File: config.mk
export PLATFORM = sky130hd
export DESIGN_NAME = ufe_ctrl
export DESIGN_NICKNAME = d
export VERILOG_FILES = /design/src/rtl/ufe_pkg.sv /design/src/rtl/ufe_ctrl.sv
export SDC_FILE = /design/constraint.sdc
export NUM_CORES = 1
export LEC_CHECK = 0
export ABC_CLOCK_PERIOD_IN_PS = 4200
export BUFFER_PORTS_ARGS = -buffer_cell sky130_fd_sc_hd__buf_2
export CAP_MARGIN = 20
export CORE_AREA = 2 2 39 41
export CTS_CLUSTER_DIAMETER = 120
export DETAILED_ROUTE_END_ITERATION = 6
export DIE_AREA = 0 0 41 43
export PLACE_DENSITY = 0.65
export SETUP_SLACK_MARGIN = 0.02
export SYNTH_ARGS = -nofsm -noshare
export SYNTH_HDL_FRONTEND = slang
export SYNTH_SLANG_ARGS = --single-unit
export TNS_END_PERCENT = 5
File: constraint.sdc
create_clock -name i_clk -period 4.2 [get_ports i_clk]
set_input_delay 0.42 -clock i_clk [delete_from_list [all_inputs] [get_ports i_clk]]
set_output_delay 0.42 -clock i_clk [all_outputs]
set_load 0.01 [all_outputs]
File: src/rtl/ufe_pkg.sv
`timescale 1ns / 1ps

package ufe_pkg;

    localparam int ELEM_W           = 12;
    localparam int RANK_W           = 4;
    localparam int RED_K_W          = 4;
    localparam int DEFAULT_ELEMENTS = 4096;

    localparam logic [RANK_W-1:0] RANK_MAX = 4'd15;

    localparam logic [1:0] ACT_FIND  = 2'd0;
    localparam logic [1:0] ACT_SAME  = 2'd1;
    localparam logic [1:0] ACT_UNION = 2'd2;

    typedef struct packed {
        logic [1:0]        action;
        logic [ELEM_W-1:0] elem_a;
        logic [ELEM_W-1:0] elem_b;
    } t_in_word;

    typedef struct packed {
        logic [ELEM_W-1:0] root_a;
        logic [ELEM_W-1:0] root_b;
        logic              same_set;
        logic              merged;
    } t_out_word;

    typedef struct packed {
        logic clear_step;
        logic load_in;
        logic red_step;
        logic seed_a;
        logic seed_b;
        logic walk_step;
        logic cmp_step;
        logic sel_b;
        logic rank_rd_b;
        logic link;
        logic out_load;
    } t_dp_cmd;

    typedef struct packed {
        logic clear_last;
        logic red_last;
        logic walk_hit;
        logic cmp_done;
        logic is_pair;
        logic is_union;
        logic roots_eq;
    } t_dp_status;

    // number of conditional-subtract steps that reduce a 12-bit index below elements
    function automatic int red_steps(input int elements);
        int n;
        n = 0;
        for (int k = 0; k < ELEM_W; k++) begin
            if ((elements << k) < (1 << ELEM_W)) begin
                n++;
            end
        end
        return n;
    endfunction

endpackage

File: src/rtl/ufe_ctrl.sv
`timescale 1ns / 1ps

module ufe_ctrl #(
    parameter int ELEMENTS = ufe_pkg::DEFAULT_ELEMENTS
) (
    input  logic                i_clk,
    input  logic                i_rst_n,
    input  logic                i_in_valid,
    output logic                o_in_stall,
    output logic                o_out_valid,
    input  logic                i_out_stall,
    input  ufe_pkg::t_dp_status i_status,
    output ufe_pkg::t_dp_cmd    o_cmd
);

    localparam int RED_STEPS = ufe_pkg::red_steps(ELEMENTS);

    typedef enum logic [3:0] {
        S_CLEAR,
        S_IDLE,
        S_REDUCE,
        S_SEED_A,
        S_WALK_A,
        S_CMP_A,
        S_WALK_B,
        S_CMP_B,
        S_RANK_A,
        S_RANK_B,
        S_LINK,
        S_DONE
    } t_state;

    t_state r_state;
    t_state n_state;
    logic   r_out_valid;
    logic   n_out_valid;

    always_comb begin
        n_state = r_state;
        o_cmd   = '0;
        unique case (r_state)
            S_CLEAR: begin
                o_cmd.clear_step = 1'b1;
                if (i_status.clear_last) begin
                    n_state = S_IDLE;
                end
            end
            S_IDLE: begin
                if (i_in_valid) begin
                    o_cmd.load_in = 1'b1;
                    n_state = (RED_STEPS > 0) ? S_REDUCE : S_SEED_A;
                end
            end
            S_REDUCE: begin
                o_cmd.red_step = 1'b1;
                if (i_status.red_last) begin
                    n_state = S_SEED_A;
                end
            end
            S_SEED_A: begin
                o_cmd.seed_a = 1'b1;
                n_state = S_WALK_A;
            end
            S_WALK_A: begin
                o_cmd.walk_step = 1'b1;
                if (i_status.walk_hit) begin
                    n_state = S_CMP_A;
                end
            end
            S_CMP_A: begin
                o_cmd.cmp_step = 1'b1;
                if (i_status.cmp_done) begin
                    if (i_status.is_pair) begin
                        o_cmd.seed_b = 1'b1;
                        n_state = S_WALK_B;
                    end else begin
                        n_state = S_DONE;
                    end
                end
            end
            S_WALK_B: begin
                o_cmd.walk_step = 1'b1;
                o_cmd.sel_b     = 1'b1;
                if (i_status.walk_hit) begin
                    n_state = S_CMP_B;
                end
            end
            S_CMP_B: begin
                o_cmd.cmp_step = 1'b1;
                o_cmd.sel_b    = 1'b1;
                if (i_status.cmp_done) begin
                    if (i_status.is_union && !i_status.roots_eq) begin
                        n_state = S_RANK_A;
                    end else begin
                        n_state = S_DONE;
                    end
                end
            end
            S_RANK_A: begin
                n_state = S_RANK_B;
            end
            S_RANK_B: begin
                o_cmd.rank_rd_b = 1'b1;
                n_state = S_LINK;
            end
            S_LINK: begin
                o_cmd.link = 1'b1;
                n_state = S_DONE;
            end
            S_DONE: begin
                if (!r_out_valid || !i_out_stall) begin
                    o_cmd.out_load = 1'b1;
                    n_state = S_IDLE;
                end
            end
            default: begin
                n_state = S_IDLE;
            end
        endcase
    end

    always_comb begin
        if (o_cmd.out_load) begin
            n_out_valid = 1'b1;
        end else if (!i_out_stall) begin
            n_out_valid = 1'b0;
        end else begin
            n_out_valid = r_out_valid;
        end
    end

    always_ff @(posedge i_clk) begin
        if (!i_rst_n) begin
            r_state     <= S_CLEAR;
            r_out_valid <= 1'b0;
        end else begin
            r_state     <= n_state;
            r_out_valid <= n_out_valid;
        end
    end

    assign o_in_stall  = (r_state != S_IDLE);
    assign o_out_valid = r_out_valid;

endmodule

Yosys cells after proc, flatten, opt, wreduce, memory -nomap -nowiden. Cells that the tools add are included.

Register bits after elaboration: 5. Word-level logic and storage cells: 61.

Eq/ne operators: 21. Muxes and demuxes: 28. Reductions and logical operators: 10.

Operators by type and width (count): case mux 4 bit (12 select lines) (1); 2-to-1 mux 4 bit (9); 2-to-1 mux 1 bit (17); equality test 4 x 3 -> 1 bit, second input constant (4); equality test 4 bit, second input constant (4); != test 2 bit, second input constant (8); equality test 4 x 2 -> 1 bit, second input constant (2); AND reduction 8 bit (1); OR reduction 2 bit (3); equality test 4 x 1 -> 1 bit, second input constant (1); zero test 4 bit (1); != test 4 x 1 -> 1 bit, second input constant (1); zero test 1 bit (3); 2-to-1 mux 2 bit (1); != test 2 x 1 -> 1 bit, second input constant (1); logical AND 1 bit (1); logical OR 1 bit (1).

Depth between registers and ports, before layout. Gate-level depths: netlist of the first run.

Depth in word-level cells: 5. Mapped depth: 6. Mapped depth without buffers: 4.

Worst setup path before layout of the first run. OpenSTA, ideal clock, no wires.

Kind: register to register. Start: reg r_state[2]. End: reg r_state[0]. Library setup time: 0.119 ns. Data arrival time: 1.420 ns. Required time: 4.081 ns. Setup slack: 2.662 ns. Stages on the path, launching flop included: 6. Buffers on the path: 1. Clock period less this slack: 1.538 ns. Cell sequence: dfxtp_1 > buf_6 > nor4_1 > o2bb2ai_1 > nor2b_1 > o221a_1.

Word-level cells in the longest chain between the ends: 3. Elaborated cells on any way between the ends: 22. Classes of those cells: eq/ne (19); mux (1); reduce/logical (2).

Ends and longest elaborated chain: start: declaration (line ufe_ctrl.sv:33) `t_state r_state;`; start signal: assignment (line ufe_ctrl.sv:137) `r_state <= n_state;`; equality test 4 bit (tied with other cells) (line ufe_ctrl.sv:41) `unique case (r_state)`; != test 2 bit (no source line); AND reduction 8 bit (no source line).

Parallel ways exist; a longest one is shown, timed or not. A chain may end at the register's enable or synchronous reset.

==> results.md, run 1 <==
* CP delay by family, top: flip-flops
* Dpl ws at 2400 ps
* Grt total ovfl at 0
* Most used DFF post-synth: dfxtp_1
* Pwr dens at 510 mW/mm^2
* Setup bufs post-CTS at 0
* Detail-routed via count per cell at 5.24
* Crit Path Class: reg2out
* Clock sink total at 5
* EDFF count, synth at 0
* Combinational share of power at 50.2%
* First-pass GRT wire length at 1600 um
* Sw frac at 44.4%
* CTS Root Cell: clkbuf_4
* 1st-iter DRT viols at 8
* Sequential element share of the synthesized area at 20.9%
* WP data arrival at 1430 ps
* Layout Cell Area excl Fill at 596 um^2
* Global-route usage over all layers at 13.1%
* Final-report hold violation count at 0
* RSZ-0062 raised after global routing: no
* Final Skew at 2.40 ps
* Cell taking the most area after synthesis: dfxtp_1
* # setup viols final at 0
* R2R cell count at 4
* Initial antenna violation count at 0
* Area after DPL at 569 um^2
* Crit-path slowest cell: dfxtp_1
* Max Fclk at 540 MHz
* First-pass DRT Iterations at 4
* Dpl hpwl at 855 um
* Number of max-cap violations at 0
* # port buffers at 23
* Critical Path, Cell by Cell: inv_1, nor2_1, and3_1, buf_2
* # resized after CTS at 0
* Fin crit share at 44.1%
* HP Class: in2reg
* CTS Hold Buffers Added at 0
* Die height at 43 um
* Fin worst setup slack at 2350 ps
* Critical path endpoint: o_cmd[9]
* Worst-Margin Slew at 512 ps
* CTS Buf Count at 3
* FP Rows at 14
* Mapped Area at 478 um^2
* Die area at 0.00176 mm^2
* Clk pin slew, worst setup/hold paths at 40 ps
* CP Max Fanout at 12
* Commonest cells in the netlist: 10 x nor2_1, 7 x nand2_1, 6 x a21oi_1
* Detailed-route DRC error count at 0
* NumNets Final at 101
* Worst vdd ir at 0.000216 V
* R2r startpoint: r_state[2]
* Max-slew violation count at 0
* Critical Path Start: r_state[0]
* Syn_area_per_cell at 7.03 um^2
* Layout cell share with drive strength beyond 1 at 32.6%
* Mapped Cells at 68
* Synth warnings at 0
* CTS tree: yes
* Synthesized flop and latch total at 5
* CP bufs+invs at 2
* TNS Setup at 0 ps
* Clock Tree Buf Depth at 2
* Hold WS at 469 ps
* R2R Setup Slk at 2380 ps
* Core ar. at 0.00138 mm^2
* Clk pwr share at 17.3%
* Area occupied by multi-input gates at 319 um^2
* Crit path largest cell delay at 560 ps
* DR WL/cell at 10.6 um
* Vias in the first global route at 388
* Largest net degree at the start of global routing at 19
* Normalized max-slew margin at 65.8%
* RR Endpoint: r_state[2]
* Syn nets at 79
* Most frequent cell after synthesis: nor2_1
* Outcome: finished, final reports clean
* CP endpoint kind: primary output
* Top post-synthesis cells by area: dfxtp_1 21%, nor2_1 7.9%, a21oi_1 6.3%
* Synth top area share at 20.9%
* Part of the power in registers at 32.5%
* Final cell count without fillers at 105
* Reg area at 100 um^2
* Ant. Diodes at 0
* Ys async rst share at 0%
* Min Tclk post-route at 1850 ps
* Die X at 41 um
* Area Growth Syn to Fin at 24.6%
* Total wire length at 1120 um
* Initial Utilization at 34.5%
* Antenna viol nets, final at 0
* Critical Path RT at 3780 ps
* Clk Latency, worst-skew pair at 230 ps
* CP Depth at 4
* H-tree depth at 1
* # fillers at 151
* # placed instances at 101
* Static leakage at 0.302 nW
* Crit start category: flop
* Top Ports at 24
* Netlist cell types at 31
* Vias post-DR at 550
* Net Switching at 0.000135 W
* Pint at 0.000169 W
* GP Congestion at 0.760
[power by group through the flow]
stage / registers (W) / logic [W] / clock network [W]
CTS: 0.0000976 / 0.000153 / 0.0000553
finish: 0.0000987 / 0.000153 / 0.0000525
detailed placement: 0.0000989 / 0.000153 / 0
global route: 0.000103 / 0.000171 / 0.0000580
global placement: 0.0000984 / 0.000151 / 0
floorplan: 0.0000664 / 0.000154 / 0
[cell type report]
type	instances	area share, %
clock buffer	4	4.41
multi-input combinational	53	53.6
tap	16	3.36
inverter	4	2.52
timing repair buffer	23	19.3
sequential	5	16.8
[through the flow]
step,utilization [%],total power [W]
after floorplan,-,0.000220
after global placement,41.1,0.000249
after detailed placement,41.1,0.000251
after CTS,43.0,0.000306
after global routing,43.0,0.000332
final,43.0,0.000304
[kinds of logic (layout without fill, tap and decap cells)]
logic type                count (synthesis)  after routing  synth area share (%)
and+or+nand+nor                          35             35                  39.5
AOI/OAI and AO/OA                        17             17                  25.4
DFF                                       5              5                  20.9
buffers and inverters                    10             31                  12.3
xor gates and xnor gates                  1              1                  1.83
[layer usage]
| layer | vias up | global-route usage (%) | part of all wire [%] |
|---|---|---|---|
| met3 | 0 | 4.71 | 3.6 |
| met2 | 10 | 19.4 | 51 |
| met4 | 0 | 4.00 | 0 |
| met1 | 256 | 17.1 | 45 |
| li1 | 284 | - | - |
| met5 | - | 0 | 0 |
[cell usage in the layout, fill, tap and decap left out]
cell	count
o31ai_1	1
o221a_1	1
and3_1	1
dfxtp_1	5
a31oi_1	1
nand2_1	7
a211oi_2	1
nand3b_1	2
nor3b_1	1
nor3_1	3
clkbuf_4	3
a32o_1	1
or3b_4	1
a311o_1	1
nor4_1	1
inv_1	4
o211a_1	1
nor2_1	10
clkbuf_1	1
xnor2_1	1
o21ai_1	1
nand3_1	1
nand4b_2	1
or3_1	1
o2bb2ai_1	1
o21ai_0	2
nor2b_1	2
buf_2	23
a21oi_1	6
nand2b_1	4
[how the worst min path moves through the flow]
stage / depth (start not counted) / to / start
after floorplan: 2 / o_out_valid / r_state[0]
after global placement: 2 / o_out_valid / o_out_valid
after detailed placement: 2 / o_out_valid / o_out_valid
after CTS: 2 / r_state[1] / i_rst_n
after global routing: 2 / r_state[1] / i_rst_n
final: 2 / r_state[1] / i_rst_n
[state kept, by name, summed over array words and instances, names as in the netlist]
name,cells
o_out_valid,1
r_state,4
(Power assumes the default switching activity.)
==> run 2: changes to the inputs <==
--- a/config.mk
+++ b/config.mk
@@ -5,14 +5,14 @@
 export SDC_FILE = /design/constraint.sdc
 export NUM_CORES = 1
 export LEC_CHECK = 0
-export ABC_CLOCK_PERIOD_IN_PS = 4200
+export ABC_CLOCK_PERIOD_IN_PS = 1500
 export BUFFER_PORTS_ARGS = -buffer_cell sky130_fd_sc_hd__buf_2
 export CAP_MARGIN = 20
 export CORE_AREA = 2 2 39 41
 export CTS_CLUSTER_DIAMETER = 120
 export DETAILED_ROUTE_END_ITERATION = 6
 export DIE_AREA = 0 0 41 43
-export PLACE_DENSITY = 0.65
+export PLACE_DENSITY = 0.68
 export SETUP_SLACK_MARGIN = 0.02
 export SYNTH_ARGS = -nofsm -noshare
 export SYNTH_HDL_FRONTEND = slang
==> constraint.sdc (replaced) <==
create_clock -name i_clk -period 1.5 [get_ports i_clk]
set_input_delay 0.15 -clock i_clk [delete_from_list [all_inputs] [get_ports i_clk]]
set_output_delay 0.15 -clock i_clk [all_outputs]
set_load 0.01 [all_outputs]
==> run 2 against run 1 <==
Critical path depth stayed put. Cell count grew 7.6%. Power increased to 3.2 times the previous value. Setup slack lost 2300 ps. Register-to-register slack got worse by 2300 ps. Die area unchanged. Highest routed layer unchanged. Clock skew increased by 1.5 ps. Via count rose by 4.4%.
==> results.md, run 2 (synthesis results as in run 1) <==
* Detailed-route DRC error count at 0 (unchanged)
* Clock Tree Buf Depth at 2 (unchanged)
* Hold Path Cell Cnt at 2 (unchanged)
* CTS Buf Count at 3 (unchanged)
* Fin crit share at 95.6%
* R2R Setup Slk at 70 ps (was 2380 ps)
* FP Rows at 14 (unchanged)
* HP Class: in2reg (unchanged)
* # port buffers at 23 (unchanged)
* 1st-iter DRT viols at 10 (was 8)
* Layout Cell Area excl Fill at 676 um^2 (was 596 um^2)
* Core ar. at 0.00138 mm^2 (unchanged)
* Area Growth Syn to Fin at 41.4% (was 24.6%)
* Final Skew at 3.93 ps (was 2.40 ps)
* Vias post-DR at 574 (was 550)
* Worst-Margin Slew at 258 ps (was 512 ps)
* Number of max-cap violations at 0 (unchanged)
* Outcome: finished, final reports clean (unchanged)
* Max FFs per register at 4 (unchanged)
* Static leakage at 0.346 nW (was 0.302 nW)
* Critical Path, Cell by Cell: nor4_2, o2bb2ai_1, or3b_4, a32o_1 (was inv_1, nor2_1, and3_1, buf_2)
* # fillers at 154 (was 151)
* R2r startpoint: r_state[3] (was r_state[2])
* Worst vdd ir at 0.000536 V (was 0.000216 V)
* Max-slew violation count at 0 (unchanged)
* Fin worst setup slack at 66.6 ps (was 2350 ps)
* H-tree depth at 1 (unchanged)
* Reg area at 106 um^2 (was 100 um^2)
* Die height at 43 um (unchanged)
* Detail-routed via count per cell at 5.08 (was 5.24)
* Most common cell after layout, fill and taps aside: buf_2 (unchanged)
* Die area at 0.00176 mm^2 (unchanged)
* Crit path largest cell delay at 420 ps (was 560 ps)
* Final Power at 0.000969 W (was 0.000304 W)
* Clock sink total at 5 (unchanged)
* Largest register by flop count: r_state (unchanged)
* Max Fclk at 698 MHz
* CTS Hold Buffers Added at 0 (unchanged)
* Clk Latency, worst-skew pair at 240 ps (was 230 ps)
* Normalized max-slew margin at 82.6% (was 65.8%)
* Ant. Diodes at 0 (unchanged)
* Initial Utilization at 34.5% (unchanged)
* CTS Root Cell: clkbuf_4 (unchanged)
* Most frequent cells in the layout: 23 x buf_2, 10 x nor2_1, 7 x nand2_1 (unchanged)
* Critical Path RT at 1620 ps (was 3780 ps)
* Total wire length at 1200 um (was 1120 um)
* Dpl ws at 19.0 ps (was 2400 ps)
* Initial antenna violation count at 0 (unchanged)
* Global-route usage over all layers at 15.4% (was 13.1%)
* Vias in the first global route at 513 (was 388)
* First-pass DRT Iterations at 4 (unchanged)
* CP Max Fanout at 4 (was 12)
* Die X at 41 um (unchanged)
* Final-report hold violation count at 0 (unchanged)
* DR WL/cell at 10.6 um (about the same)
* Area occupied by multi-input gates at 325 um^2 (was 319 um^2)
* Top Ports at 24 (unchanged)
* Crit start category: flop (unchanged)
* Min Tclk post-route at 1430 ps
* Dpl hpwl at 979 um (was 855 um)
* Area after DPL at 636 um^2 (was 569 um^2)
* Grt total ovfl at 0 (unchanged)
* Antenna viol nets, final at 0 (unchanged)
* Crit-path slowest cell: or3b_4 (was dfxtp_1)
* Critical Path Start: r_state[3] (was r_state[0])
* First-pass GRT wire length at 1950 um (was 1600 um)
* Largest net degree at the start of global routing at 11 (was 19)
* Crit Path Class: reg2reg (was reg2out)
* CTS tree: yes (unchanged)
* GP Congestion at 0.804 (was 0.760)
* TNS Setup at 0 ps (unchanged)
* Pwr dens at 1430 mW/mm^2 (was 510 mW/mm^2)
* # setup viols final at 0 (unchanged)
* RSZ-0062 raised after global routing: yes (was no)
* CP endpoint kind: flop (was primary output)
* Setup bufs post-CTS at 0 (unchanged)
* Layout cell share with drive strength beyond 1 at 42.3% (was 32.6%)
* R2R cell count at 4 (unchanged)
* WP data arrival at 1560 ps (was 1430 ps)
* NumNets Final at 109 (was 101)
* Clk pin slew, worst setup/hold paths at 40 ps (about the same)
* RR Endpoint: r_state[2] (unchanged)
* Critical path endpoint: r_state[2] (was o_cmd[9])
* Layout Utilization at 48.8% (was 43.0%)
[run 2: cell types whose count changed in the layout (fill, tap and decap cells not counted), sizes merged]
cell	previous run	this run
buf	23	31
[run 2: power breakdown]
group | switching (W) | internal, W
registers | 0.0000559 | 0.000174
logic | 0.000297 | 0.000291
clock network | 0.0000509 | 0.000100
total | 0.000404 | 0.000565
[run 2: metrics by stage]
stage | hold slack (ps) | std cells
2_1_floorplan | 283 | 68
3_3_place_gp | 443 | 109
6_report | 186 | 113
4_1_cts | 190 | 113
5_1_grt | 193 | 113
3_5_place_dp | 434 | 109
[run 2: per-layer routing]
layer	part of all wire, %	routed length, um	global-route usage [%]
met1	47	564	19.6
met2	49	590	25.0
met3	3.5	42	1.57
met4	0	0	6.00
met5	0	0	0
[run 2: worst max-delay path, delay by kind of cell, from the launching register on]
family	cells	cell delay (ps)
AO/OA/AOI/OAI	2	410
flip-flops	1	410
AND/OR/NAND/NOR	2	510
[run 2: area by class of cell]
class / count / area share (%)
well taps: 16 / 2.96
inverters: 4 / 2.22
multi-input cells: 53 / 48.1
flip-flops and latches: 5 / 15.7
repair buffers: 31 / 27.0
clock buffers: 4 / 3.89
[run 2: how the worst min path moves through the flow]
stage,start,endpoint,slack [ps]
final,i_rst_n,r_state[1],190
after global routing,i_rst_n,r_state[1],190
after CTS,i_rst_n,r_state[1],190
after detailed placement,i_rst_n,r_state[1],430
after global placement,i_rst_n,r_state[1],440
after floorplan,i_rst_n,r_state[1],280
[run 2: repair_timing]
item                                    in CTS  in global routing
gates resized for setup                      1                  5
endpoints found under the setup margin       1                  8
gates cloned                                 0                  0
